$ cat config.mk
export PLATFORM = sky130hd
export DESIGN_NAME = pnm_pixel_byte_encoder
export DESIGN_NICKNAME = d
export VERILOG_FILES = /design/src/pbe_pkg.sv /design/src/pbe_digit.sv /design/src/pbe_bitpack.sv /design/src/pbe_seq.sv /design/src/pnm_pixel_byte_encoder.sv
export SDC_FILE = /design/constraint.sdc
export NUM_CORES = 1
export LEC_CHECK = 0
export ABC_CLOCK_PERIOD_IN_PS = 8800
export BUFFER_PORTS_ARGS = -buffer_cell sky130_fd_sc_hd__buf_2
export CAP_MARGIN = 20
export CELL_PAD_IN_SITES_DETAIL_PLACEMENT = 0
export CELL_PAD_IN_SITES_GLOBAL_PLACEMENT = 2
export CORE_MARGIN = 1.5
export CORE_UTILIZATION = 39
export CTS_BUF_LIST = sky130_fd_sc_hd__clkbuf_4 sky130_fd_sc_hd__clkbuf_8
export CTS_CLUSTER_SIZE = 8
export DETAILED_ROUTE_END_ITERATION = 6
export PLACE_DENSITY = 0.8
export SLEW_MARGIN = 20
export SYNTH_ARGS = -nofsm -noshare
export SYNTH_HDL_FRONTEND = slang
export SYNTH_SLANG_ARGS = --single-unit
$ cat constraint.sdc
create_clock -name clk -period 8.8 [get_ports clk]
set_clock_uncertainty 0.05 [all_clocks]
set_input_delay 1.76 -clock clk [delete_from_list [all_inputs] [get_ports clk]]
set_output_delay 1.76 -clock clk [all_outputs]
set_load 0.1 [all_outputs]
$ cat src/pbe_pkg.sv
// Types, codes and constant tables of the netpbm pixel byte encoder
`timescale 1ns / 1ps

package pbe_pkg;

    // pixel format codes
    localparam logic [1:0] FMT_COLOUR = 2'd0;
    localparam logic [1:0] FMT_GREY   = 2'd1;
    localparam logic [1:0] FMT_BITMAP = 2'd2;

    // configuration register indexes
    localparam logic [1:0] REG_PIXEL_FORMAT = 2'd0;
    localparam logic [1:0] REG_TEXT_MODE    = 2'd1;
    localparam logic [1:0] REG_WIDE_SAMPLES = 2'd2;

    localparam int CFG_INDEX_W = 2;
    localparam int CFG_DATA_W  = 2;

    // characters of the text body
    localparam logic [7:0] ASCII_ZERO  = 8'h30;
    localparam logic [7:0] ASCII_ONE   = 8'h31;
    localparam logic [7:0] ASCII_SPACE = 8'h20;

    localparam logic [7:0] BIT_THRESHOLD = 8'd127;
    localparam logic [3:0] BITS_PER_BYTE = 4'd8;

    // decimal digits of a 16-bit sample
    localparam int DEC_DIGITS = 5;

    typedef struct packed {
        logic [1:0] pixel_format;
        logic       text_mode;
        logic       wide_samples;
    } cfg_t;

    // one step of the sequencer toward the output register
    typedef struct packed {
        logic       load;
        logic [7:0] data;
        logic       last;
        logic       done;
    } step_t;

    // packed bitmap byte offered by the bit packer
    typedef struct packed {
        logic       emit;
        logic [7:0] data;
    } pack_t;

    function automatic int pow10(input int k);
        int p;
        p = 1;
        for (int i = 0; i < k; i++)
        begin
            p = p * 10;
        end
        return p;
    endfunction

    // j times ten to the k, for constant k and j
    function automatic logic [16:0] dec_step(input int k, input int j);
        return 17'(pow10(k) * j);
    endfunction

    // count of decimal digits, without leading zeros
    function automatic logic [2:0] num_digits(input logic [15:0] v);
        logic [2:0] n;
        n = 3'd1;
        if (v >= 16'd10)    n = 3'd2;
        if (v >= 16'd100)   n = 3'd3;
        if (v >= 16'd1000)  n = 3'd4;
        if (v >= 16'd10000) n = 3'd5;
        return n;
    endfunction

endpackage

$ cat src/pbe_digit.sv
// Decimal digit extractor: one digit of a value at a given power of ten
`timescale 1ns / 1ps

module pbe_digit (
    input  logic [15:0] value,
    input  logic [2:0]  pos,
    output logic [3:0]  digit,
    output logic [15:0] remainder
);
    import pbe_pkg::*;

    logic [8:0]  ge [DEC_DIGITS];
    logic [16:0] sub_amt;

    // compare against every multiple of every power in parallel
    always_comb
    begin
        for (int k = 0; k < DEC_DIGITS; k++)
        begin
            for (int j = 1; j <= 9; j++)
            begin
                ge[k][j-1] = {1'b0, value} >= dec_step(k, j);
            end
        end
    end

    // pick the largest multiple that fits at the selected power
    always_comb
    begin
        digit   = 4'd0;
        sub_amt = 17'd0;
        for (int k = 0; k < DEC_DIGITS; k++)
        begin
            if (pos == 3'(k))
            begin
                for (int j = 1; j <= 9; j++)
                begin
                    if (ge[k][j-1])
                    begin
                        digit   = 4'(j);
                        sub_amt = dec_step(k, j);
                    end
                end
            end
        end
    end

    assign remainder = 16'({1'b0, value} - sub_amt);

endmodule

$ cat src/pbe_bitpack.sv
// Bit packer for binary bitmap output, MSB first, padded at row end
`timescale 1ns / 1ps

module pbe_bitpack (
    input  logic          clk,
    input  logic          rst_n,
    input  logic          pix_bit,
    input  logic          row_end,
    input  logic          commit,
    output pbe_pkg::pack_t pack
);
    import pbe_pkg::*;

    logic [7:0] acc_reg, acc_next;
    logic [2:0] cnt_reg, cnt_next;
    logic [7:0] acc;
    logic [3:0] cnt;
    logic       full;

    // shift in the new bit and see whether a byte goes out
    always_comb
    begin
        acc  = {acc_reg[6:0], pix_bit};
        cnt  = {1'b0, cnt_reg} + 4'd1;
        full = cnt >= BITS_PER_BYTE;
        pack.emit = full || row_end;
        if (full)
            pack.data = acc;
        else
            pack.data = 8'(acc << (BITS_PER_BYTE - cnt));
    end

    // keep the partial byte, or drop it once written
    always_comb
    begin
        acc_next = acc_reg;
        cnt_next = cnt_reg;
        if (commit)
        begin
            if (pack.emit)
            begin
                acc_next = 8'd0;
                cnt_next = 3'd0;
            end
            else
            begin
                acc_next = acc;
                cnt_next = cnt[2:0];
            end
        end
    end

    always_ff @(posedge clk or negedge rst_n)
    begin
        if (!rst_n)
        begin
            acc_reg <= 8'd0;
            cnt_reg <= 3'd0;
        end
        else
        begin
            acc_reg <= acc_next;
            cnt_reg <= cnt_next;
        end
    end

endmodule

$ cat src/pbe_seq.sv
// Byte sequencer: walks the samples of the held pixel and picks each byte
`timescale 1ns / 1ps

module pbe_seq (
    input  logic          clk,
    input  logic          rst_n,
    input  pbe_pkg::cfg_t cfg,
    input  logic          pix_valid,
    input  logic [15:0]   first_sample,
    input  logic [15:0]   second_sample,
    input  logic [15:0]   third_sample,
    input  logic          row_end,
    input  logic          out_space,
    output pbe_pkg::step_t step
);
    import pbe_pkg::*;

    logic [1:0]  sidx_reg, sidx_next;
    logic [2:0]  sub_reg, sub_next;
    logic [15:0] rem_reg, rem_next;

    logic [15:0] samp;
    logic [15:0] cur_val;
    logic [7:0]  top;
    logic        pix_bit;
    logic [2:0]  ndig;
    logic [2:0]  pos;
    logic [3:0]  digit;
    logic [15:0] dig_rem;
    logic        packed_mode;
    logic [1:0]  last_idx;
    logic        emit;
    logic        samp_last;
    logic        item_last;
    logic [7:0]  data;
    logic        advance;
    logic        done;
    pack_t       pack;

    // select the current sample and trim it to the sample width
    always_comb
    begin
        case (sidx_reg)
            2'd0:    samp = first_sample;
            2'd1:    samp = second_sample;
            default: samp = third_sample;
        endcase
        if (!cfg.wide_samples)
            samp = {8'd0, samp[7:0]};
    end

    assign top     = cfg.wide_samples ? samp[15:8] : samp[7:0];
    assign pix_bit = top > BIT_THRESHOLD;

    assign cur_val  = (sub_reg == 3'd0) ? samp : rem_reg;
    assign ndig     = num_digits(samp);
    assign pos      = ndig - 3'd1 - sub_reg;
    assign last_idx = (cfg.pixel_format == FMT_COLOUR) ? 2'd2 : 2'd0;

    assign packed_mode = (cfg.pixel_format == FMT_BITMAP) && !cfg.text_mode;

    pbe_digit u_digit (
        .value     (cur_val),
        .pos       (pos),
        .digit     (digit),
        .remainder (dig_rem)
    );

    pbe_bitpack u_bitpack (
        .clk     (clk),
        .rst_n   (rst_n),
        .pix_bit (pix_bit),
        .row_end (row_end),
        .commit  (done && packed_mode),
        .pack    (pack)
    );

    // choose the byte for the current step
    always_comb
    begin
        emit      = 1'b1;
        data      = 8'd0;
        samp_last = 1'b0;
        if (packed_mode)
        begin
            emit      = pack.emit;
            data      = pack.data;
            samp_last = 1'b1;
        end
        else if (cfg.pixel_format == FMT_BITMAP)
        begin
            if (sub_reg == 3'd0)
                data = pix_bit ? ASCII_ONE : ASCII_ZERO;
            else
            begin
                data      = ASCII_SPACE;
                samp_last = 1'b1;
            end
        end
        else if (cfg.text_mode)
        begin
            if (sub_reg == ndig)
            begin
                data      = ASCII_SPACE;
                samp_last = 1'b1;
            end
            else
                data = ASCII_ZERO + {4'd0, digit};
        end
        else if (cfg.wide_samples)
        begin
            if (sub_reg == 3'd0)
                data = samp[15:8];
            else
            begin
                data      = samp[7:0];
                samp_last = 1'b1;
            end
        end
        else
        begin
            data      = samp[7:0];
            samp_last = 1'b1;
        end
    end

    assign item_last = samp_last && (packed_mode || sidx_reg == last_idx);
    assign advance   = pix_valid && emit && out_space;
    assign done      = pix_valid && (!emit || (out_space && item_last));

    assign step.load = advance;
    assign step.data = data;
    assign step.last = item_last;
    assign step.done = done;

    // advance through bytes and samples, restart when the pixel leaves
    always_comb
    begin
        sidx_next = sidx_reg;
        sub_next  = sub_reg;
        rem_next  = rem_reg;
        if (done)
        begin
            sidx_next = 2'd0;
            sub_next  = 3'd0;
        end
        else if (advance)
        begin
            if (samp_last)
            begin
                sidx_next = sidx_reg + 2'd1;
                sub_next  = 3'd0;
            end
            else
            begin
                sub_next = sub_reg + 3'd1;
                rem_next = dig_rem;
            end
        end
    end

    always_ff @(posedge clk or negedge rst_n)
    begin
        if (!rst_n)
        begin
            sidx_reg <= 2'd0;
            sub_reg  <= 3'd0;
        end
        else
        begin
            sidx_reg <= sidx_next;
            sub_reg  <= sub_next;
        end
    end

    always_ff @(posedge clk)
    begin
        rem_reg <= rem_next;
    end

endmodule

$ cat src/pnm_pixel_byte_encoder.sv
// Netpbm raster body encoder: one pixel in, its body bytes out
//
//  channel   signals                                          accepted when
//  pixel     in_valid in_ready first/second/third_sample       in_valid & in_ready
//            row_end
//  byte      out_valid out_ready out_byte last_byte            out_valid & out_ready
//  config    cfg_we cfg_index cfg_data                         cfg_we
//
//  One byte leaves per cycle while the output is not stalled, set by the single
//  output register; a pixel has 0 to 18 bytes (6 for binary 16-bit colour).
//  A binary bitmap pixel that completes no byte passes without loading one.
//  The next pixel is taken in the cycle its predecessor's last byte is loaded.
//  Reset clears the configuration, the packed bits and both valid flags.
//  A stalled output holds its byte and stops the sequencer in place.
`timescale 1ns / 1ps

module pnm_pixel_byte_encoder (
    input  logic                           clk,
    input  logic                           rst_n,
    input  logic                           cfg_we,
    input  logic [pbe_pkg::CFG_INDEX_W-1:0] cfg_index,
    input  logic [pbe_pkg::CFG_DATA_W-1:0]  cfg_data,
    input  logic                           in_valid,
    output logic                           in_ready,
    input  logic [15:0]                    first_sample,
    input  logic [15:0]                    second_sample,
    input  logic [15:0]                    third_sample,
    input  logic                           row_end,
    output logic                           out_valid,
    input  logic                           out_ready,
    output logic [7:0]                     out_byte,
    output logic                           last_byte
);
    import pbe_pkg::*;

    cfg_t        cfg_reg, cfg_next;
    logic        pix_valid_reg, pix_valid_next;
    logic [15:0] first_reg, second_reg, third_reg;
    logic        row_end_reg;
    logic        out_valid_reg, out_valid_next;
    logic [7:0]  out_byte_reg;
    logic        last_byte_reg;
    logic        out_space;
    logic        in_load;
    step_t       step;

    // decode configuration writes
    always_comb
    begin
        cfg_next = cfg_reg;
        if (cfg_we)
        begin
            unique case (cfg_index)
                REG_PIXEL_FORMAT: cfg_next.pixel_format = cfg_data[1:0];
                REG_TEXT_MODE:    cfg_next.text_mode    = cfg_data[0];
                REG_WIDE_SAMPLES: cfg_next.wide_samples = cfg_data[0];
                default:          cfg_next = cfg_reg;
            endcase
        end
    end

    always_ff @(posedge clk or negedge rst_n)
    begin
        if (!rst_n)
            cfg_reg <= '0;
        else
            cfg_reg <= cfg_next;
    end

    // hold the pixel until its last byte is loaded
    assign out_space = !out_valid_reg || out_ready;
    assign in_ready  = !pix_valid_reg || step.done;
    assign in_load   = in_valid && in_ready;

    always_comb
    begin
        pix_valid_next = pix_valid_reg;
        if (in_load)
            pix_valid_next = 1'b1;
        else if (step.done)
            pix_valid_next = 1'b0;
    end

    always_ff @(posedge clk or negedge rst_n)
    begin
        if (!rst_n)
            pix_valid_reg <= 1'b0;
        else
            pix_valid_reg <= pix_valid_next;
    end

    always_ff @(posedge clk)
    begin
        if (in_load)
        begin
            first_reg   <= first_sample;
            second_reg  <= second_sample;
            third_reg   <= third_sample;
            row_end_reg <= row_end;
        end
    end

    pbe_seq u_seq (
        .clk           (clk),
        .rst_n         (rst_n),
        .cfg           (cfg_reg),
        .pix_valid     (pix_valid_reg),
        .first_sample  (first_reg),
        .second_sample (second_reg),
        .third_sample  (third_reg),
        .row_end       (row_end_reg),
        .out_space     (out_space),
        .step          (step)
    );

    // output register: load a word, drop valid once taken
    always_comb
    begin
        out_valid_next = out_valid_reg;
        if (step.load)
            out_valid_next = 1'b1;
        else if (out_ready)
            out_valid_next = 1'b0;
    end

    always_ff @(posedge clk or negedge rst_n)
    begin
        if (!rst_n)
            out_valid_reg <= 1'b0;
        else
            out_valid_reg <= out_valid_next;
    end

    always_ff @(posedge clk)
    begin
        if (step.load)
        begin
            out_byte_reg  <= step.data;
            last_byte_reg <= step.last;
        end
    end

    assign out_valid = out_valid_reg;
    assign out_byte  = out_byte_reg;
    assign last_byte = last_byte_reg;

endmodule

==> results.yml, run 1 <==
critical_path:
  r2r_start: "u_seq.sidx_reg[0]$_DFFE_PN0P_"
  crit_buf_inv: 1
  cp-end-kind: "flip-flop"
  r2r_slack_ns: 0.95
  start_kind: "flip-flop"
  r2r_cells: 28
  critPathKind: "reg2reg"
  worstPathRequired_ns: 8.91
  cpLargestDelayFamily: "compound AO/OA/AOI/OAI gates"
  r2r-end: "u_seq.rem_reg[14]$_DFFE_PP_"
  cp.arrival_ns: 7.96
  cpMostUsedCell: "a21oi_1"
  slowest_stage: "ha_1"
  max_stage_delay_ns: 0.72
  cp_max_fo: 24
clock_network:
  ctsHtreeMaxLevel: 3
  cts_tree: "yes"
  cts_buffers: 9
  path_clk_slew_ns: 0.11
  root_buffer: "clkbuf_8"
  cts_hold_buffers: 0
  clk_latency_ns: 0.40
  clock_path_buffers: 2
  numClockSinks: 95
  cts_setup_buffers: 0
  cts-resized-gates: 0
sta:
  fmax_mhz: 127.4
  slew-limit-headroom_pct: 25.07
  setup-tns-final_ns: 0
  worst_slew_pin_slew_ns: 1.109
  period_share_pct: 89.18
  fin_crit_ns: 7.848
  setup_viol: 0
  finalHoldViolCount: 0
  report.final.slew_viol_count: 0
  rsz0062_at_grt: "false"
synthesis:
  ys_seq_area_share_pct: 37.93
  yosysMostFrequentCell: "nand2_1"
  syn_avg_cell_area_um2: 8.922
  syn_inst: 812
  synth_top_area_cell: "edfxtp_1"
  netlist_top_cells_area: "edfxtp_1, dfrtp_1, a21oi_1"
  syn-cell-area_um2: 7244
  ys_ff_latch: 95
  synth_common_cells: "nand2_1, nor2_1, edfxtp_1"
  yosys_warnings: 0
  synth_flop_cell: "edfxtp_1"
  synth.top_cell.area_share_pct: 30.67
  ys_async_sr_fraction_pct: 22.11
  syn_nets: 895
  synth.distinct_cells: 85
  synth_edf_count: 74
worst_hold_path:
  worst_hold_path.endpoint: "u_seq.sidx_reg[0]$_DFFE_PN0P_"
  hp-start: "u_seq.sidx_reg[0]$_DFFE_PN0P_"
  hold_path_class: "reg2reg"
  min_path_cells: 1
detailed_routing:
  vias_per_cell: 6.456
  drc: 1
  drt-wirelength-per-cell_um: 24.70
  drtIter0Drc: 851
  antenna_left: 0
  vias: 7056
  first_pass_iters: 7
  wirelength_um: 26990
floorplan:
  rows: 49
  ios: 69
  initial_core_util_pct: 40.06
  dieArea_um2: 19400
  die_h_um: 139.3
  dieWidth_um: 139.3
  core_area_um2: 18090
grt:
  grtUsageTotal_pct: 27.79
  grt_util_met2_pct: 39.80
  met1_usage_pct: 40.05
  gr-max-usage-layer: "met1"
  met3_usage_pct: 5.988
  grt_max_degree: 50
  grt_remaining_overflow: 0
  antenna_found_initial: 0
  grt_pass1_vias: 6529
  grt_pass1_wl_um: 40390
placed_design:
  port_buffers: 68
  gp_routability_congestion: 1.030
  dpl.hpwl_um: 21130
run_status:
  violations: "DRC"
  status: "finished with violations"
final_layout:
  diodes: 0
  syn_to_final_growth_pct: 9.983
  drive_above_1_share_pct: 15.16
  final_nets: 942
job:
  cap_violations: 0
-- placed cells by master, fill, tap and decap left out, types with 6 or more instances in the layout --
cell	synthesis	final
nand2_1	82	82
nor2_1	79	79
edfxtp_1	74	74
buf_2	8	68
a21oi_1	62	62
o21ai_0	56	56
inv_1	27	27
ha_1	23	23
nor3_1	21	21
nand3_1	21	21
dfrtp_1	21	21
a22o_1	20	20
a21o_1	19	19
a31oi_1	18	18
and3_1	12	12
nor4_1	12	12
xnor2_1	12	12
o211ai_1	11	11
clkbuf_8	0	9
o21ai_1	8	8
a22oi_1	7	7
o21a_1	7	7
a211o_1	7	7
o31ai_1	7	7
nand3b_1	7	7
and2_1	7	7
nor2b_1	9	7
o22ai_1	7	7
buf_4	0	7
or3_1	6	6
o21bai_1	6	6
mux2_2	6	6
-- final cells by class --
type	count	area [µm²]
Fill cell	1797	10120
Multi-Input combinational cell	649	4234
Sequential cell	95	2748
Timing Repair Buffer	75	392.9
Tap cell	229	286.5
Clock buffer	9	123.9
Inverter	29	108.9
Clock inverter	7	73.82
-- how the worst max path moves through the flow --
stage,start,endpoint,slack [ns],cells past startpoint
2_1_floorplan,u_seq.sidx_reg[0]$_DFFE_PN0P_,u_seq.rem_reg[14]$_DFFE_PP_,2.42,29
3_3_place_gp,u_seq.sidx_reg[0]$_DFFE_PN0P_,u_seq.rem_reg[14]$_DFFE_PP_,1.24,28
3_5_place_dp,u_seq.sidx_reg[0]$_DFFE_PN0P_,u_seq.rem_reg[14]$_DFFE_PP_,1.09,28
4_1_cts,u_seq.sidx_reg[0]$_DFFE_PN0P_,u_seq.rem_reg[14]$_DFFE_PP_,1.07,28
5_1_grt,u_seq.sidx_reg[1]$_DFFE_PN0P_,u_seq.rem_reg[15]$_DFFE_PP_,0.28,28
6_report,u_seq.sidx_reg[0]$_DFFE_PN0P_,u_seq.rem_reg[14]$_DFFE_PP_,0.95,28
-- cell families after synthesis --
kind of cell	share of synthesized area (%)
AOI/OAI and AO/OA	28.38
xor gates and xnor gates	2.193
DFF	37.93
buffers and inverters	3.765
adders and majority gates	4.525
and+or+nand+nor	20.76
muxes	2.452
-- stage by stage --
stage / worst slack, ns / hold WS (ns) / utilization, % / instances / area, µm²
3_5_place_dp: 1.086 / 0.4605 / 42.96 / 1077 / 7770
4_1_cts: 1.072 / 0.4775 / 44.05 / 1093 / 7968
6_report: 0.9518 / 0.4777 / 44.05 / 1093 / 7968
5_1_grt: 0.2766 / 0.5135 / 44.05 / 1093 / 7968
2_1_floorplan: 2.415 / 0.4255 / - / 812 / 7244
3_3_place_gp: 1.241 / 0.4437 / 42.96 / 1077 / 7770
-- per-layer routing --
layer,up-vias,part of all wire (%)
met5,-,0
met4,0,4.4
met3,68,9.4
met2,392,42
met1,3377,44
li1,3219,-
Power of run 1 is left out: the tool's default activity adds up to more than one toggle a clock period on the data nets, which glitch-free logic cannot reach.
==> run 2, diff against run 1 <==
Settings changed: ABC_CLOCK_PERIOD_IN_PS 8800 to 7900, CELL_PAD_IN_SITES_DETAIL_PLACEMENT 0 to not set, CELL_PAD_IN_SITES_GLOBAL_PLACEMENT 2 to not set, CORE_UTILIZATION 39 to 42, PLACE_DENSITY 0.8 to 0.56.
Clock period 8.8 ns to 7.9 ns, I/O delays scaled along.
==> results.yml, run 2 (synthesis results as in run 1) <==
final_layout:
  layout_common_cells: "nand2_1, nor2_1, edfxtp_1, buf_2, a21oi_1"
  drive_above_1_share_pct: 16.28
  num-fill-cells: 1639
  syn_to_final_growth_pct: 10.86
  postLayoutCellArea_um2: 8031
  layout_commonest_cell: "nand2_1"
  final_nets: 950
  diodes: 0
sta:
  rsz0062_at_grt: "false"
  report.final.slew_viol_count: 0
  period_share_pct: 93.95
  setup_viol: 0
  finalHoldViolCount: 0
  fmax_mhz: 134.7
  worst_slew_pin_slew_ns: 0.9609
  setup-tns-final_ns: 0
  slew-limit-headroom_pct: 35.27
  fin_crit_ns: 7.422
grt:
  grt_max_degree: 50
  grt_pass1_vias: 6756
  grt_pass1_wl_um: 38640
  grtUsageTotal_pct: 28.26
  antenna_found_initial: 0
  grt_remaining_overflow: 0
critical_path:
  cp-end-kind: "flip-flop"
  slowest_stage: "fa_1"
  r2r_cells: 28
  start_kind: "flip-flop"
  worstPathRequired_ns: 7.99
  cpMostUsedCell: "a21oi_1"
  critPathKind: "reg2reg"
  cp.arrival_ns: 7.52
  max_stage_delay_ns: 0.59
  cp_max_fo: 24
detailed_routing:
  antenna_left: 0
  wl_met1_um: 11020
  vias_per_cell: 6.534
  drtIter0Drc: 937
  top_layer: "met4"
  drt-wirelength-per-cell_um: 22.78
  first_pass_iters: 6
  wirelength_um: 24880
  vias: 7135
  drc: 0
  route.met3.wl_um: 2092
  wl_met2_um: 10970
clock_network:
  cts_tree: "yes"
  numClockSinks: 95
  root_buffer: "clkbuf_8"
  clock_path_buffers: 2
  path_clk_slew_ns: 0.11
  cts_hold_buffers: 0
  ctsHtreeMaxLevel: 3
  cts_buffers: 9
  clk_latency_ns: 0.39
placed_design:
  port_buffers: 68
  gp_routability_congestion: 1.038
  dpl.hpwl_um: 19520
  postPlaceCellArea_um2: 7819
floorplan:
  ios: 69
  initial_core_util_pct: 43.38
  core_area_um2: 16700
  die_h_um: 134.3
  dieWidth_um: 134.3
  rows: 47
  dieArea_um2: 18050
worst_hold_path:
  hold_path_class: "reg2reg"
  min_path_cells: 1
job:
  cap_violations: 0
run_status:
  status: "finished, final reports clean"
## run 2: changes by cell type in the layout (fill, tap and decap cells not counted), sizes merged
cell      before  now
clkinv         2    5
buf           75   83
clkinvlp       2    0
inv           32   31
## run 2: final cells by class
type                            instances  area (µm²)  area share [%]
Clock buffer                            9       123.9           1.542
Clock inverter                          7       66.31          0.8257
Inverter                               29       108.9           1.355
Multi-Input combinational cell        649        4257           53.00
Sequential cell                        95        2748           34.21
Tap cell                              220       275.3           3.427
Timing Repair Buffer                   83       452.9           5.640
## run 2: routing by layer
metal / GRT usage [%] / up-vias
li1: - / 3226
met1: 40.05 / 3440
met2: 43.39 / 407
met3: 4.686 / 62
met4: 10.57 / 0
met5: 0 / -
## run 2: through the flow
stage / utilization (%) / hold WS, ns / worst slack [ns] / cells
2_1_floorplan: - / 0.4255 / 1.515 / 812
3_3_place_gp: 46.82 / 0.4462 / 0.7929 / 1076
3_5_place_dp: 46.82 / 0.4754 / 0.5573 / 1076
4_1_cts: 47.95 / 0.4856 / 0.4942 / 1092
5_1_grt: 48.09 / 0.5105 / 0.01786 / 1092
6_report: 48.09 / 0.4825 / 0.4782 / 1092
## run 2: critical path, delay by kind of cell (launching register included)
family | cells | cell delay, ns
adder cells (fa/ha/maj) | 4 | 1.45
AO/OA/AOI/OAI | 18 | 3.54
buffers and inverters | 2 | 0.30
AND/OR/NAND/NOR | 3 | 1.34
flip-flops | 1 | 0.40
XOR/XNOR | 1 | 0.09
## run 2: worst paths after layout
check	start	endpoint	slack, ns
worst max-delay path	u_seq.sidx_reg[1]$_DFFE_PN0P_	u_seq.rem_reg[14]$_DFFE_PP_	0.48
worst min-delay path	u_seq.sidx_reg[0]$_DFFE_PN0P_	u_seq.sidx_reg[0]$_DFFE_PN0P_	0.48
worst max register to register	u_seq.sidx_reg[1]$_DFFE_PN0P_	u_seq.rem_reg[14]$_DFFE_PP_	0.48
worst min register to register	u_seq.sidx_reg[0]$_DFFE_PN0P_	u_seq.sidx_reg[0]$_DFFE_PN0P_	0.48
max in group asynchronous	rst_n	u_seq.sub_reg[2]$_DFFE_PN0P_	6.40
min in group asynchronous	rst_n	cfg_reg[3]$_DFFE_PN0P_	1.08
## run 2: timing repair
action,in CTS,in global routing
endpoints found under the setup margin,0,2
resized for setup,0,5
setup buffers,0,0
Power of run 2 is left out for the same reason.
